File: src/hdl/bfos_pkg.sv
// Shared types, constants and the checksum adder for the block framer.
// Used by bfos_ctrl, bfos_dp and block_framer_with_ones_sum.
package bfos_pkg;

  localparam int BLOCK_BYTES = 18;
  localparam int POS_W       = $clog2(BLOCK_BYTES + 1);
  localparam int CFG_IDX_W   = 1;
  localparam int CFG_DATA_W  = 8;

  localparam logic [7:0] PAD_FIRST_RST  = 8'd237;
  localparam logic [7:0] PAD_SECOND_RST = 8'd17;

  // register indexes on the config port
  localparam logic [CFG_IDX_W-1:0] REG_PAD_FIRST  = 1'b0;
  localparam logic [CFG_IDX_W-1:0] REG_PAD_SECOND = 1'b1;

  // source of the byte loaded into the output register
  localparam logic [1:0] SRC_DATA   = 2'd0;
  localparam logic [1:0] SRC_PAD    = 2'd1;
  localparam logic [1:0] SRC_CHK_HI = 2'd2;
  localparam logic [1:0] SRC_CHK_LO = 2'd3;

  typedef struct packed {
    logic       load;    // load output register (and take byte if data/pad)
    logic [1:0] src;
    logic       padsel;  // 0: pad_first, 1: pad_second
    logic       clear;   // block done, reset position and sum
  } bfos_cmd_t;

  typedef struct packed {
    logic last_slot;     // next byte taken fills the block
  } bfos_stat_t;

  // ones'-complement add with end-around carry
  function automatic logic [15:0] ones_add(input logic [15:0] a, input logic [15:0] w);
    logic [16:0] s;
    s = {1'b0, a} + {1'b0, w};
    return s[15:0] + 16'(s[16]);
  endfunction

endpackage

File: src/hdl/bfos_ctrl.sv
// Sequencer for the block framer: data, pad and checksum phases, output valid.
// Depends on bfos_pkg; drives bfos_dp through a command struct.
module bfos_ctrl (
  input  logic                clk,
  input  logic                rst,
  input  logic                in_valid,
  output logic                in_stall,
  input  logic                last_byte,
  output logic                out_valid,
  input  logic                out_stall,
  output bfos_pkg::bfos_cmd_t cmd,
  input  bfos_pkg::bfos_stat_t stat
);
  import bfos_pkg::*;

  localparam logic [1:0] ST_DATA   = 2'd0;
  localparam logic [1:0] ST_PAD    = 2'd1;
  localparam logic [1:0] ST_CHK_HI = 2'd2;
  localparam logic [1:0] ST_CHK_LO = 2'd3;

  logic [1:0] state, state_next;
  logic       padsel, padsel_next;
  logic       out_valid_next;
  logic       adv;
  logic       accept;

  // output register free or emptying this cycle
  assign adv      = !out_valid || !out_stall;
  assign in_stall = !(state == ST_DATA && adv);
  assign accept   = in_valid && !in_stall;

  always_comb begin
    state_next  = state;
    padsel_next = padsel;
    cmd.load    = 1'b0;
    cmd.src     = SRC_DATA;
    cmd.padsel  = padsel;
    cmd.clear   = 1'b0;
    case (state)
      ST_DATA: begin
        cmd.load = accept;
        cmd.src  = SRC_DATA;
        if (accept) begin
          if (stat.last_slot) begin
            state_next = ST_CHK_HI;
          end else if (last_byte) begin
            state_next  = ST_PAD;
            padsel_next = 1'b0;
          end
        end
      end
      ST_PAD: begin
        cmd.load = adv;
        cmd.src  = SRC_PAD;
        if (adv) begin
          padsel_next = !padsel;
          if (stat.last_slot) state_next = ST_CHK_HI;
        end
      end
      ST_CHK_HI: begin
        cmd.load = adv;
        cmd.src  = SRC_CHK_HI;
        if (adv) state_next = ST_CHK_LO;
      end
      ST_CHK_LO: begin
        cmd.load  = adv;
        cmd.src   = SRC_CHK_LO;
        cmd.clear = adv;
        if (adv) state_next = ST_DATA;
      end
      default: begin
        state_next = ST_DATA;
      end
    endcase
  end

  always_comb begin
    out_valid_next = out_valid;
    if (cmd.load) out_valid_next = 1'b1;
    else if (!out_stall) out_valid_next = 1'b0;
  end

  always_ff @(posedge clk) begin
    if (rst) begin
      state     <= ST_DATA;
      padsel    <= 1'b0;
      out_valid <= 1'b0;
    end else begin
      state     <= state_next;
      padsel    <= padsel_next;
      out_valid <= out_valid_next;
    end
  end

endmodule

File: src/hdl/bfos_dp.sv
// Datapath of the block framer: pad registers, byte position, running sum,
// held high byte and the output payload register. Depends on bfos_pkg.
module bfos_dp (
  input  logic                               clk,
  input  logic                               rst,
  input  logic                               cfg_we,
  input  logic [bfos_pkg::CFG_IDX_W-1:0]     cfg_index,
  input  logic [bfos_pkg::CFG_DATA_W-1:0]    cfg_data,
  input  logic [7:0]                         data_byte,
  input  bfos_pkg::bfos_cmd_t                cmd,
  output bfos_pkg::bfos_stat_t               stat,
  output logic [7:0]                         out_byte,
  output logic                               check_byte,
  output logic                               end_of_frame
);
  import bfos_pkg::*;

  logic [7:0]       pad_first, pad_second;
  logic [POS_W-1:0] byte_position;
  logic [15:0]      sum_accumulator;
  logic [7:0]       held_high_byte;

  logic [7:0]  take_b;
  logic        take;
  logic [15:0] sum_final;
  logic [15:0] chk;

  assign take   = cmd.load && (cmd.src == SRC_DATA || cmd.src == SRC_PAD);
  assign take_b = (cmd.src == SRC_PAD) ? (cmd.padsel ? pad_second : pad_first) : data_byte;

  // odd-length block: last byte pairs with a zero low byte
  assign sum_final = byte_position[0] ? ones_add(sum_accumulator, {held_high_byte, 8'h00})
                                      : sum_accumulator;
  assign chk       = ~sum_final;

  assign stat.last_slot = (byte_position == POS_W'(BLOCK_BYTES - 1));

  always_ff @(posedge clk) begin
    if (rst) begin
      pad_first  <= PAD_FIRST_RST;
      pad_second <= PAD_SECOND_RST;
    end else if (cfg_we) begin
      case (cfg_index)
        REG_PAD_FIRST:  pad_first  <= cfg_data;
        REG_PAD_SECOND: pad_second <= cfg_data;
        default: ;
      endcase
    end
  end

  always_ff @(posedge clk) begin
    if (rst || cmd.clear) begin
      byte_position   <= '0;
      sum_accumulator <= '0;
      held_high_byte  <= '0;
    end else if (take) begin
      if (!byte_position[0]) held_high_byte <= take_b;
      else sum_accumulator <= ones_add(sum_accumulator, {held_high_byte, take_b});
      byte_position <= byte_position + POS_W'(1);
    end
  end

  always_ff @(posedge clk) begin
    if (cmd.load) begin
      case (cmd.src)
        SRC_CHK_HI: begin
          out_byte     <= chk[15:8];
          check_byte   <= 1'b1;
          end_of_frame <= 1'b0;
        end
        SRC_CHK_LO: begin
          out_byte     <= chk[7:0];
          check_byte   <= 1'b1;
          end_of_frame <= 1'b1;
        end
        default: begin
          out_byte     <= take_b;
          check_byte   <= 1'b0;
          end_of_frame <= 1'b0;
        end
      endcase
    end
  end

endmodule

File: src/hdl/block_framer_with_ones_sum.sv
// Block framer with 16-bit ones'-complement checksum trailer.
// Each accepted byte is in the output register the cycle after its transfer.
// Throughput: one data byte per cycle unless the output stalls; closing a block
// stalls the input while it sends its pad bytes and then two checksum bytes.
// Reset: synchronous; clears position, sum and held byte, pads to 237 and 17.
module block_framer_with_ones_sum (
  input  logic                            clk,
  input  logic                            rst,
  input  logic                            cfg_we,
  input  logic [bfos_pkg::CFG_IDX_W-1:0]  cfg_index,
  input  logic [bfos_pkg::CFG_DATA_W-1:0] cfg_data,
  input  logic                            in_valid,
  output logic                            in_stall,
  input  logic [7:0]                      data_byte,
  input  logic                            last_byte,
  output logic                            out_valid,
  input  logic                            out_stall,
  output logic [7:0]                      out_byte,
  output logic                            check_byte,
  output logic                            end_of_frame
);
  import bfos_pkg::*;

  bfos_cmd_t  cmd;
  bfos_stat_t stat;

  bfos_ctrl u_ctrl (
    .clk       (clk),
    .rst       (rst),
    .in_valid  (in_valid),
    .in_stall  (in_stall),
    .last_byte (last_byte),
    .out_valid (out_valid),
    .out_stall (out_stall),
    .cmd       (cmd),
    .stat      (stat)
  );

  bfos_dp u_dp (
    .clk          (clk),
    .rst          (rst),
    .cfg_we       (cfg_we),
    .cfg_index    (cfg_index),
    .cfg_data     (cfg_data),
    .data_byte    (data_byte),
    .cmd          (cmd),
    .stat         (stat),
    .out_byte     (out_byte),
    .check_byte   (check_byte),
    .end_of_frame (end_of_frame)
  );

endmodule
File: config.mk
export PLATFORM = sky130hd
export DESIGN_NAME = block_framer_with_ones_sum
export DESIGN_NICKNAME = d
export VERILOG_FILES = /design/src/hdl/bfos_pkg.sv /design/src/hdl/bfos_ctrl.sv /design/src/hdl/bfos_dp.sv /design/src/hdl/block_framer_with_ones_sum.sv
export SDC_FILE = /design/constraint.sdc
export NUM_CORES = 1
export LEC_CHECK = 0
export BUFFER_PORTS_ARGS = -buffer_cell sky130_fd_sc_hd__buf_2
export CAP_MARGIN = 20
export CORE_ASPECT_RATIO = 0.5
export CORE_UTILIZATION = 35
export DETAILED_ROUTE_END_ITERATION = 8
export HOLD_SLACK_MARGIN = 0.08
export PLACE_DENSITY = 0.62
export RECOVER_POWER = 25
export SLEW_MARGIN = 15
export SYNTH_ARGS = -nofsm -noshare
export SYNTH_HDL_FRONTEND = slang
export SYNTH_HIERARCHICAL = 1
export SYNTH_SLANG_ARGS = --single-unit
File: constraint.sdc
create_clock -name clk -period 4.42 [get_ports clk]
set_input_delay 0.884 -clock clk [delete_from_list [all_inputs] [get_ports clk]]
set_output_delay 0.884 -clock clk [all_outputs]
set_load 0.005 [all_outputs]
==> metrics list <==
* Count of port buffers added during placement: 34
- Final hold violations: 0
- The longest clock path from root to sink contains 2 buffers.
* Die Width: 160 um
- Critical Path Fanout Max: 6
* Worst-Margin Slew: 984 ps
- After detailed placement, the total cell area comes to 0.00473 sq mm.
- Setup repair after global routing missed its margin: false
- Data required time of the worst path: 4610 ps
- The largest total area in the synthesized netlist belongs to dfxtp_1.
* Top-level I/O count: 35
- Total vias in the final route: 3818
- The worst setup path is captured at a register.
- Detailed-placement wirelength estimate: 8.40 mm
- In the final design database the tool counted 620 nets.
- Pwr per Cell Area: 606 mW/mm^2
* Number of detailed-routing iterations run before antenna repair: 4
* GR Overflow Total: 0
* Worst-case headroom to the max-slew limit: 0.343
- Of the synthesized area, sequential elements account for 0.291.
- Maximum achievable frequency: 245 MHz
- Buffer type at the clock tree root: clkbuf_16
- CTS H-tree lvls: 3
* Worst skew pair latency: 340 ps
- The worst hold path belongs to the class register to register.
* Maximum number of pins on one net before global-route repair: 30
- Placeable core region: 0.0120 sq mm
- Max-cap check violation count: 0
- For this run, the slowest stage of the critical path takes 530 ps.
- Max-slew violation count: 0
* Count of routing violations after the opening detailed-route iteration: 278
* Mean Syn Cell Area: 8.20 sq um
- In the finished design, the share of the clock period the worst path needs comes to 0.925.
- Initial cell density of the core: 0.366
- The share of synthesized area in the top cell type comes to 0.223.
- Power comes to 0.00307 W.
* Syn_nets: 589
- Worst vdd ir: 0.264 mV
* Reg2reg setup slack: 330 ps
- Hold Buf Count CTS: 0
- Wire length of the first global-routing pass: 17.8 mm
* Final setup violating endpoints: 0
- Synth Warn #: 6
- Once detail routing completed, the nets flagged for antenna violations numbered 0.
- Shortest clock period the worst path allows after layout: 4090 ps
* Number of synthesized flops with an enable pin: 10
* FFs w/ async S/R, synth: 0
- STA classifies the critical path startpoint as a register.
* Synth top area cells: dfxtp_1, ha_1, nand2_1, edfxtp_1, xnor2_1
- The area growth from synthesis to layout is 15.0%.
- Cell breakdown of the critical path: ha_2 -> inv_1 -> fa_1 -> nor2b_1 -> o21ai_0 -> a21boi_0 -> o21ai_0 -> a21boi_1 -> o21ai_0 -> nand2b_1 -> ha_2 -> ha_1 -> inv_1 -> or4_1 -> xnor3_1 -> mux2_2 -> a21oi_1
- Row Count: 28
- Most frequent cell on the critical path: o21ai_0
- The run finished with clean final reports.
* Core occupancy in the finished layout: 0.421
* Number of remaining DRC errors: 0
- The setup path with the least slack is of type register to register.
* Detailed Route WL: 11.2 mm
* Routed WL per cell: 15.1 um
- In this run, synthesis produced a sequential element count of 59.
* Depth of the most critical reg-to-reg path: 17
- Predominant post-synthesis flop cell: dfxtp_1
- Die Outline Area: 0.0130 sq mm
- Post-DR vias/cell: 5.18
* Finished Cell Area: 0.00505 sq mm
- Critical-path cell with the highest stage delay: or4_1
- CTS tree: yes
- Count of inserted antenna diode cells: 0
* Number of distinct library cells after synthesis: 70
- Placer's final routability congestion estimate: 0.837
- Leakage Power: 1.94 nW
- The number of global-route vias before repair came to 3427.
- In the final layout, the share of cells above drive strength 1 is 0.164.
* Netlist area before placement: 0.00440 sq mm
- Counting every instance in the synthesized netlist gives 536.
* Signal arrival time at the worst endpoint: 4280 ps
- Number of clock buffers inserted by TritonCTS: 9
- Total GRT Usage: 0.178
- The number of antenna violations at the first check in global routing was 0.
- For the final database, setup skew stands at 7.38 ps.
- Register clock-pin slew on the reported worst setup and hold paths: 60 ps
* Instance count along the most critical hold path: 2
- Number of sinks handled by clock tree synthesis: 59
* Vertical die dimension: 81.2 um
[critical path, delay by kind of cell, from the launching register on]
family          cells  cell delay (ps)
compound gates      6              940
buf+inv             2              140
simple gates        3              820
mux                 1              270
flops               1              380
xor+xnor            1              180
fa+ha+maj           4             1200
[Yosys cell counts, drive strengths merged (8+ instances only)]
master / instances
a21oi: 40
xnor2: 29
dfxtp: 49
nand4: 8
mux2i: 13
nor3: 9
a211oi: 19
clkbuf: 18
nand3: 11
buf: 10
o21ai: 21
ha: 28
inv: 16
nand2: 89
edfxtp: 10
nor2b: 10
nor2: 48
a211o: 8
xor2: 16
[where the power goes]
| group | internal, W | switching (W) | total, W |
|---|---|---|---|
| sequential | 0.000715 | 0.000144 | 0.000860 |
| combinational | 0.000637 | 0.000897 | 0.00153 |
| clock | 0.000387 | 0.000284 | 0.000671 |
| total | 0.00174 | 0.00133 | 0.00307 |
[placed cells by master (no fill, tap or decap), types with 13 or more instances in the layout]
master	count
buf_4	13
xor2_1	16
nor2_1	46
buf_2	28
o21ai_0	15
xnor2_1	29
dfxtp_1	48
inv_1	16
mux2i_1	13
nand2_1	88
a211oi_1	17
a21oi_1	39
ha_1	24
[path summary, 6_finish.rpt]
path,from,to
min,u_dp/pad_second[5],u_dp/pad_second[5]
min reg2reg,u_dp/pad_second[5],u_dp/pad_second[5]
max reg2reg,u_dp/sum_accumulator[8],u_dp/out_byte[6]
max,u_dp/sum_accumulator[8],u_dp/out_byte[6]
[state kept, by name, summed over array words and instances (netlist names)]
signal                flops
u_dp/check_byte           1
u_dp/held_high_byte       8
u_dp/out_byte             8
u_dp/sum_accumulator     16
u_dp/pad_second           8
u_dp/pad_first            8
u_ctrl/state              2
u_dp/byte_position        5
u_dp/end_of_frame         1
u_ctrl/padsel             1
u_ctrl/out_valid          1
[through the flow]
stage / worst slack, ps / std cells / TNS [ps] / hold slack, ps
2_1_floorplan: 348 / 536 / 0 / 436
3_3_place_gp: 130 / 719 / 0 / 442
3_5_place_dp: -46.4 / 719 / -46.4 / 451
4_1_cts: 17.4 / 735 / 0 / 459
5_1_grt: 46.4 / 737 / 0 / 482
6_report: 332 / 737 / 0 / 455
[repair_timing]
item | in CTS | in global routing
buffers inserted | 0 | 2
gates resized for setup | 3 | 15
pin swaps | 0 | 1
setup endpoints to repair | 1 | 15
[per-layer routing]
| layer | share of wire | vias up | global-route usage |
|---|---|---|---|
| met2 | 0.43 | 70 | 0.282 |
| met5 | 0 | - | 0 |
| met3 | 0.036 | 11 | 0.0358 |
| met4 | 0.013 | 0 | 0.0657 |
| li1 | - | 1965 | - |
| met1 | 0.52 | 1772 | 0.241 |
[cell type report]
type | instances | area, sq um
clock buffers | 9 | 225
clock inverters | 7 | 57.6
fillers | 1217 | 6960
inverters | 16 | 60.1
multi-input cells | 433 | 2960
flip-flops and latches | 59 | 1280
well taps | 165 | 206
repair buffers | 48 | 264
[cells by family (layout without fill, tap and decap cells)]
kind of cell             after synthesis  after routing  share of synthesized area
AND/OR/NAND/NOR                      215            215                      0.243
AO/OA/AOI/OAI                        124            124                      0.190
flip-flops                            59             59                      0.291
XOR/XNOR                              46             46                     0.0948
buffers and inverters                 44             80                     0.0444
adder cells (fa/ha/maj)               30             30                     0.0888
multiplexers                          18             18                     0.0475
Power figures use the tool's default switching activity.
